## config.mk

```make
export PLATFORM = sky130hd
export DESIGN_NAME = estimated_max_gain_control
export DESIGN_NICKNAME = d
export VERILOG_FILES = /design/src/emgc_pkg.sv /design/src/emgc_dp.sv /design/src/emgc_ctrl.sv /design/src/estimated_max_gain_control.sv
export SDC_FILE = /design/constraint.sdc
export NUM_CORES = 1
export LEC_CHECK = 0
export CAP_MARGIN = 20
export CORE_MARGIN = 8
export CORE_UTILIZATION = 65
export CTS_CLUSTER_SIZE = 14
export DETAILED_ROUTE_END_ITERATION = 6
export DONT_BUFFER_PORTS = 1
export PLACE_DENSITY = 0.8
export SYNTH_ARGS = -nofsm -noshare
export SYNTH_HDL_FRONTEND = slang
export SYNTH_HIERARCHICAL = 1
export SYNTH_SLANG_ARGS = --single-unit
export TNS_END_PERCENT = 100
```

## constraint.sdc

```tcl
create_clock -name i_clk -period 5.1 [get_ports i_clk]
set_clock_uncertainty 0.15 [all_clocks]
set_input_delay 0 -clock i_clk [delete_from_list [all_inputs] [get_ports i_clk]]
set_output_delay 0 -clock i_clk [all_outputs]
set_load 0.01 [all_outputs]
```

## src/emgc_pkg.sv

```systemverilog
// Package for the estimated maximum gain control block.
// Holds the payload structs, the controller/datapath command types and the constants.
// No dependencies.
package emgc_pkg;

    localparam int VAL_W         = 24;
    localparam int ADJ_W         = VAL_W + 1;
    localparam int SUM_W         = 28;
    localparam int HISTORY_LIMIT = 8;
    localparam int CNT_W         = $clog2(HISTORY_LIMIT + 1);
    localparam int DIV_STEPS     = SUM_W;
    localparam int STEP_W        = $clog2(DIV_STEPS + 1);

    localparam logic signed [VAL_W-1:0] EST_RESET = VAL_W'(2560);
    localparam logic signed [VAL_W-1:0] OBS_RESET = -VAL_W'(256000);
    localparam logic [CNT_W-1:0]        CNT_LIMIT = CNT_W'(HISTORY_LIMIT);
    localparam logic [CNT_W-1:0]        CNT_DECAY = CNT_W'(HISTORY_LIMIT / 2);

    localparam logic KIND_FRAME = 1'b0;
    localparam logic KIND_EOU   = 1'b1;

    typedef struct packed {
        logic                    kind;
        logic signed [VAL_W-1:0] c0_value;
    } t_in;

    typedef struct packed {
        logic signed [ADJ_W-1:0] adjusted_c0;
        logic signed [VAL_W-1:0] current_estimate;
    } t_out;

    typedef struct packed {
        logic frame;
        logic eou_skip;
        logic start_div;
        logic finish_div;
    } t_dp_cmd;

    typedef struct packed {
        logic frame_seen;
        logic div_done;
    } t_dp_status;

endpackage

```

## src/emgc_dp.sv

```systemverilog
// Datapath of the estimated maximum gain control block.
// Holds the estimate, the utterance history, a serial divider and the output register.
// Depends on emgc_pkg.
module emgc_dp
    import emgc_pkg::*;
(
    input  logic                    i_clk,
    input  logic                    i_rst_n,
    input  t_in                     i_in_data,
    input  logic                    i_cfg_we,
    input  logic signed [VAL_W-1:0] i_cfg_wdata,
    input  t_dp_cmd                 i_cmd,
    output t_dp_status              o_status,
    output t_out                    o_out_data
);

    logic signed [VAL_W-1:0] r_estimate;
    logic signed [VAL_W-1:0] r_obs_max;
    logic                    r_seen;
    logic [CNT_W-1:0]        r_count;
    logic signed [SUM_W-1:0] r_sum;
    logic                    r_neg;
    logic [SUM_W-1:0]        r_quo;
    logic [CNT_W-1:0]        r_rem;
    logic [STEP_W-1:0]       r_steps;
    t_out                    r_out;

    logic signed [SUM_W-1:0] n_sum;
    logic [CNT_W-1:0]        n_count;
    logic [CNT_W:0]          n_shift;
    logic [CNT_W:0]          n_trial;
    logic [SUM_W-1:0]        n_quo_signed;
    logic signed [VAL_W-1:0] n_quotient;
    logic signed [SUM_W-1:0] n_half;
    logic signed [ADJ_W-1:0] n_adjusted;

    always_comb begin
        n_sum        = r_sum + SUM_W'(r_obs_max);
        n_count      = r_count + CNT_W'(1);
        n_shift      = {r_rem, r_quo[SUM_W-1]};
        n_trial      = n_shift - {1'b0, r_count};
        n_quo_signed = r_neg ? (~r_quo + SUM_W'(1)) : r_quo;
        n_quotient   = n_quo_signed[VAL_W-1:0];
        n_half       = $signed(r_sum + SUM_W'(r_sum[SUM_W-1])) >>> 1;
        n_adjusted   = ADJ_W'(i_in_data.c0_value) - ADJ_W'(r_estimate);
    end

    always_ff @(posedge i_clk) begin
        if (!i_rst_n) begin
            r_estimate <= EST_RESET;
            r_obs_max  <= OBS_RESET;
            r_seen     <= 1'b0;
            r_count    <= '0;
            r_sum      <= '0;
            r_steps    <= '0;
        end else begin
            if (i_cfg_we) begin
                r_estimate <= i_cfg_wdata;
            end
            if (i_cmd.frame) begin
                if (i_in_data.c0_value > r_obs_max) begin
                    r_obs_max <= i_in_data.c0_value;
                    r_seen    <= 1'b1;
                end
            end
            if (i_cmd.eou_skip || i_cmd.start_div) begin
                r_obs_max <= OBS_RESET;
                r_seen    <= 1'b0;
            end
            if (i_cmd.start_div) begin
                r_sum   <= n_sum;
                r_count <= n_count;
                r_steps <= STEP_W'(DIV_STEPS);
            end else if (r_steps != '0) begin
                r_steps <= r_steps - STEP_W'(1);
            end
            if (i_cmd.finish_div) begin
                r_estimate <= n_quotient;
                if (r_count == CNT_LIMIT) begin
                    r_sum   <= n_half;
                    r_count <= CNT_DECAY;
                end
            end
        end
    end

    always_ff @(posedge i_clk) begin
        if (i_cmd.start_div) begin
            r_neg <= n_sum[SUM_W-1];
            r_quo <= n_sum[SUM_W-1] ? (~n_sum + SUM_W'(1)) : n_sum;
            r_rem <= '0;
        end else if (r_steps != '0) begin
            if (!n_trial[CNT_W]) begin
                r_rem <= n_trial[CNT_W-1:0];
                r_quo <= {r_quo[SUM_W-2:0], 1'b1};
            end else begin
                r_rem <= n_shift[CNT_W-1:0];
                r_quo <= {r_quo[SUM_W-2:0], 1'b0};
            end
        end
        if (i_cmd.frame) begin
            r_out.adjusted_c0      <= n_adjusted;
            r_out.current_estimate <= r_estimate;
        end else if (i_cmd.eou_skip) begin
            r_out.adjusted_c0      <= '0;
            r_out.current_estimate <= r_estimate;
        end else if (i_cmd.finish_div) begin
            r_out.adjusted_c0      <= '0;
            r_out.current_estimate <= n_quotient;
        end
    end

    assign o_status.frame_seen = r_seen;
    assign o_status.div_done   = (r_steps == '0);
    assign o_out_data          = r_out;

endmodule

```

## src/emgc_ctrl.sv

```systemverilog
// Controller of the estimated maximum gain control block.
// Runs the handshakes, sequences the divider and owns the output valid flag.
// Depends on emgc_pkg.
module emgc_ctrl
    import emgc_pkg::*;
(
    input  logic       i_clk,
    input  logic       i_rst_n,
    input  logic       i_in_valid,
    input  logic       i_in_kind,
    output logic       o_in_stall,
    output logic       o_out_valid,
    input  logic       i_out_stall,
    input  t_dp_status i_status,
    output t_dp_cmd    o_cmd
);

    typedef enum logic {
        S_IDLE,
        S_DIV
    } t_state;

    t_state  r_state;
    t_state  n_state;
    logic    r_out_valid;
    logic    n_out_valid;
    logic    out_free;
    logic    accept;
    t_dp_cmd n_cmd;

    always_comb begin
        out_free    = !r_out_valid || !i_out_stall;
        accept      = (r_state == S_IDLE) && i_in_valid && out_free;
        n_cmd       = '0;
        n_state     = r_state;
        n_out_valid = r_out_valid && i_out_stall;
        case (r_state)
            S_IDLE: begin
                if (accept) begin
                    if (i_in_kind == KIND_FRAME) begin
                        n_cmd.frame = 1'b1;
                        n_out_valid = 1'b1;
                    end else if (i_status.frame_seen) begin
                        n_cmd.start_div = 1'b1;
                        n_state         = S_DIV;
                    end else begin
                        n_cmd.eou_skip = 1'b1;
                        n_out_valid    = 1'b1;
                    end
                end
            end
            S_DIV: begin
                if (i_status.div_done && out_free) begin
                    n_cmd.finish_div = 1'b1;
                    n_out_valid      = 1'b1;
                    n_state          = S_IDLE;
                end
            end
            default: begin
                n_state = S_IDLE;
            end
        endcase
    end

    always_ff @(posedge i_clk) begin
        if (!i_rst_n) begin
            r_state     <= S_IDLE;
            r_out_valid <= 1'b0;
        end else begin
            r_state     <= n_state;
            r_out_valid <= n_out_valid;
        end
    end

    assign o_in_stall  = !((r_state == S_IDLE) && out_free);
    assign o_out_valid = r_out_valid;
    assign o_cmd       = n_cmd;

`ifndef SYNTHESIS
    a_accept_leads_on: assert property (@(posedge i_clk) disable iff (!i_rst_n)
        accept |=> (r_out_valid || r_state == S_DIV))
        else $error("Accepted transaction produced neither a result nor a division.");
    a_finish_after_div: assert property (@(posedge i_clk) disable iff (!i_rst_n)
        n_cmd.finish_div |-> (i_status.div_done && r_state == S_DIV))
        else $error("Division finished before the divider was done.");
    a_one_cmd: assert property (@(posedge i_clk) disable iff (!i_rst_n)
        $onehot0(n_cmd))
        else $error("More than one datapath command in one cycle.");
    a_div_blocks_input: assert property (@(posedge i_clk) disable iff (!i_rst_n)
        n_cmd.start_div |=> o_in_stall)
        else $error("Input accepted while a division is running.");
`endif

endmodule

```

## src/estimated_max_gain_control.sv

```systemverilog
// Top level of the estimated maximum gain control block.
// Joins the controller and the datapath.
// Depends on emgc_pkg, emgc_ctrl and emgc_dp.
//
// A frame transaction has its result registered in the cycle after it is taken, as does an
// end-of-utterance transaction when no frame has raised the observed maximum. One that updates
// the history runs the divider: the average is formed by a restoring divider producing one
// quotient bit per cycle over the 28-bit history sum. A result is held in an output register,
// and the next input transaction is taken in the same cycle in which that result is taken.
// Writing the configuration register loads the estimate at once.
module estimated_max_gain_control
    import emgc_pkg::*;
(
    input  logic                    i_clk,
    input  logic                    i_rst_n,
    input  logic                    i_in_valid,
    output logic                    o_in_stall,
    input  t_in                     i_in_data,
    output logic                    o_out_valid,
    input  logic                    i_out_stall,
    output t_out                    o_out_data,
    input  logic                    i_cfg_we,
    input  logic signed [VAL_W-1:0] i_cfg_wdata
);

    t_dp_cmd    cmd;
    t_dp_status status;

    emgc_ctrl u_ctrl (
        .i_clk       (i_clk),
        .i_rst_n     (i_rst_n),
        .i_in_valid  (i_in_valid),
        .i_in_kind   (i_in_data.kind),
        .o_in_stall  (o_in_stall),
        .o_out_valid (o_out_valid),
        .i_out_stall (i_out_stall),
        .i_status    (status),
        .o_cmd       (cmd)
    );

    emgc_dp u_dp (
        .i_clk       (i_clk),
        .i_rst_n     (i_rst_n),
        .i_in_data   (i_in_data),
        .i_cfg_we    (i_cfg_we),
        .i_cfg_wdata (i_cfg_wdata),
        .i_cmd       (cmd),
        .o_status    (status),
        .o_out_data  (o_out_data)
    );

endmodule
```

==> results.md <==
- Status: finished with violations
- Failing checks: design-rule violations, negative hold slack
- Crit Path Class: register to register
- Yosys warns: 6
- Combinational family with the most area after synthesis: compound AO/OA/AOI/OAI gates
- Die width: 153 µm
- # diodes: 0
- Initial antenna violation count: 0
- Vias: 11.1k
- Ys async rst share: 0
- Avg Inst Size Synth: 8.54 µm²
- Required @ worst endpoint: 5.15 ns
- RSZ-0062 raised after global routing: false
- Yosys top cell area share: 0.193
- Max Cap Viol: 0
- H-tree depth: 4
- All-Layer GR Usage: 0.298
- Compound-Gate Fraction of Synth Area: 0.211
- P&R area growth vs syn: 13.0%
- R2r startpoint: u_dp/r_obs_max[0]
- Post-Synth Simple-Gate Area: 0.195
- Max stage delay cell, worst path: fa_1
- Synth area leader: edfxtp_1
- Worst rel slew slack: 0.274
- Family with the most delay on the worst path: compound AO/OA/AOI/OAI gates
- Placed Area: 0.0123 mm²
- Synthesized net count: 1560
- LEAKAGE: 5.26 nW
- Starting DRT DRC Count: 1226
- Clk_lat worst skew: 0.44 ns
- Core Area: 0.0185 mm²
- Final hold vios: 2
- Synth Instances: 1418
- Grt total ovfl: 0
- Leading cell type in the layout, fill and taps excluded: nor2_1
- Worst-case reg-to-reg path depth: 13
- Hold_ws: -0.0417 ns
- WL/cell: 20.7 µm
- Unique cell type count in the Yosys netlist: 78
- Max incr delay on CP: 0.42 ns
- Detailed-route wire length: 35500 µm
- Non-Filler Instances: 1713
- Layout cells sized above 1: 0.0649
- Final std cell area, no fill: 0.0137 mm²
- Slew Viols, Final: 0
- Clock Path Buffers: 2
- Routed Antenna Nets: 0
- First-pass DRT Iterations: 7
- Sequential share of the synthesized area: 0.345
- Post-synth EDFFs: 78
- Worst path buffer plus inverter count: 1
- Worst Setup Start Kind: register
- Final-report setup violation count: 0
- Die Ht: about 150 µm
- P per Cell Area: about 340 mW/mm²
- Mux share of post-synthesis cell area: 0.0299
- Inst Count DP: 1602
- Sink Count: 170
- Levels on crit path: 13
- FF-to-FF End: u_dp/r_quo[26]
- Clock transition at the registers of the reported paths: 0.07 ns
- Critical Path Sink Type: register
- CTS tree: built
- Initial Util: 0.654
- Post-synthesis xor/xnor area fraction: 0.0781
- Row count: 50
- I/O Buffers: 0
- Setup bufs post-CTS: 0
- Crit path from: u_dp/r_obs_max[0]
- Crit share post-route: 0.768
- Tmin final: 3.92 ns
- Least-Margin Pin Slew: 1.09 ns
- Clk root buf: clkbuf_16
- Fmax: 0.255 GHz
- Ranking of synthesized cells by area: edfxtp_1 19%, dfxtp_1 15%, ha_1 8.8%
- DRC: 1
- Ys flop type: dfxtp_1
- Worst setup endpoint: u_dp/r_quo[26]
- CP Max Fanout: 4
- CP cell instances: ha_1 -> inv_1 -> fa_1 -> nand2b_1 -> a21oi_1 -> o21ai_1 -> a211o_4 -> a211o_1 -> o311a_1 -> a2111oi_4 -> nor4b_1 -> mux2i_1 -> nand2_1
- Critical path arrival: 3.96 ns
- Cts bufs inserted: 17
- First-pass GRT wire length: between 50000 and 60000 µm
- Peak supply drop: 228 µV
- Pin count of the biggest net entering global routing: 89
- Mapped Area: between 0.01 and 0.015 mm²
- Gpl congestion: 0.963
- Final Net Count: about 1.6k
- Vias in the first global route: ~10k
- Hold path start: i_rst_n
- Die ar.: 0.0233 mm²
- Number of synthesized register bits: 170
- TNS Setup: 0 ns
- I/O pin count: 105
- Adder-cell area share of the yosys netlist: 0.0928
- Hold crit path type: primary input to register
- Vias/cell: 6.50
- Dpl hpwl: 24200 µm
- Most frequent cells in the layout: 132 x nor2_1, 127 x nand2_1, 92 x dfxtp_1
- Register-to-register path setup slack: 1.18 ns
## cell usage after synthesis, types with 33 or more instances
master,instances
nor2_1,134
nand2_1,127
dfxtp_1,92
inv_1,88
ha_1,85
o21ai_0,83
a21oi_1,81
edfxtp_1,78
a211oi_1,73
xnor2_1,73
clkbuf_1,56
nand3_1,50
xor2_1,35
nor3_1,33
## registers in the layout, summed over array words and instances (netlist names), 4 cells and up
name,cells
u_dp/o_out_data,49
u_dp/r_count,4
u_dp/r_estimate,24
u_dp/r_obs_max,24
u_dp/r_quo,28
u_dp/r_rem,4
u_dp/r_steps,5
u_dp/r_sum,28
## cell type report
cell class | instances | area [µm²]
repair buffers | 92 | 898
fillers | 1300 | 4830
clock buffers | 18 | 450
clock inverters | 14 | 166
inverters | 89 | 334
well taps | 234 | 293
flip-flops and latches | 170 | 4180
multi-input cells | 1096 | 7360
## per-layer routing
metal  share of wire  track usage  routed length [µm]  vias to the layer above
met5               0            0                   0                        -
met4           0.059        0.173                2090                        0
met3           0.088       0.0596                3110                      132
met2            0.46        0.488               16300                      572
met1            0.39        0.361               14000                     5198
li1                -            -                   -                     5238
## cells by family after synthesis
family,count (synthesis)
multiplexers,35
AO/OA/AOI/OAI,380
adder cells (fa/ha/maj),88
XOR/XNOR,108
buffers and inverters,152
flip-flops,170
AND/OR/NAND/NOR,485
## per-stage QoR
step	setup WS, ns	util	power, mW	hold WS (ns)
CTS	1.19	0.737	4.65	0.00743
floorplan	1.42	-	2.92	-0.0881
detailed placement	1.25	0.662	3.25	-0.0837
global placement	1.32	0.662	3.21	-0.0863
finish	1.18	0.739	4.72	-0.0417
global route	0.931	0.739	4.94	0.00824
## how the worst min path moves through the flow
stage / to / slack (ns) / cells past startpoint
2_1_floorplan: u_dp/r_estimate[11] / -0.09 / 1
3_3_place_gp: u_dp/r_estimate[11] / -0.09 / 1
3_5_place_dp: u_dp/r_estimate[11] / -0.08 / 1
4_1_cts: u_dp/o_out_data[42] / 0.007 / 4
5_1_grt: u_dp/r_steps[3] / 0.008 / 2
6_report: u_dp/r_steps[3] / -0.04 / 2
## where the power goes
group | internal, mW | switching (mW) | total (mW)
clock | 0.695 | 0.650 | 1.34
combinational | 0.548 | 0.789 | 1.34
sequential | 1.78 | 0.253 | 2.03
## what timing repair did
action / CTS / global route
gates resized for setup: 0 / 0
hold buffers: 77 / 0
setup endpoints to repair: 0 / 0
endpoints found under the hold margin: 81 / 0
Note: power is estimated with default switching activity, not from simulation.
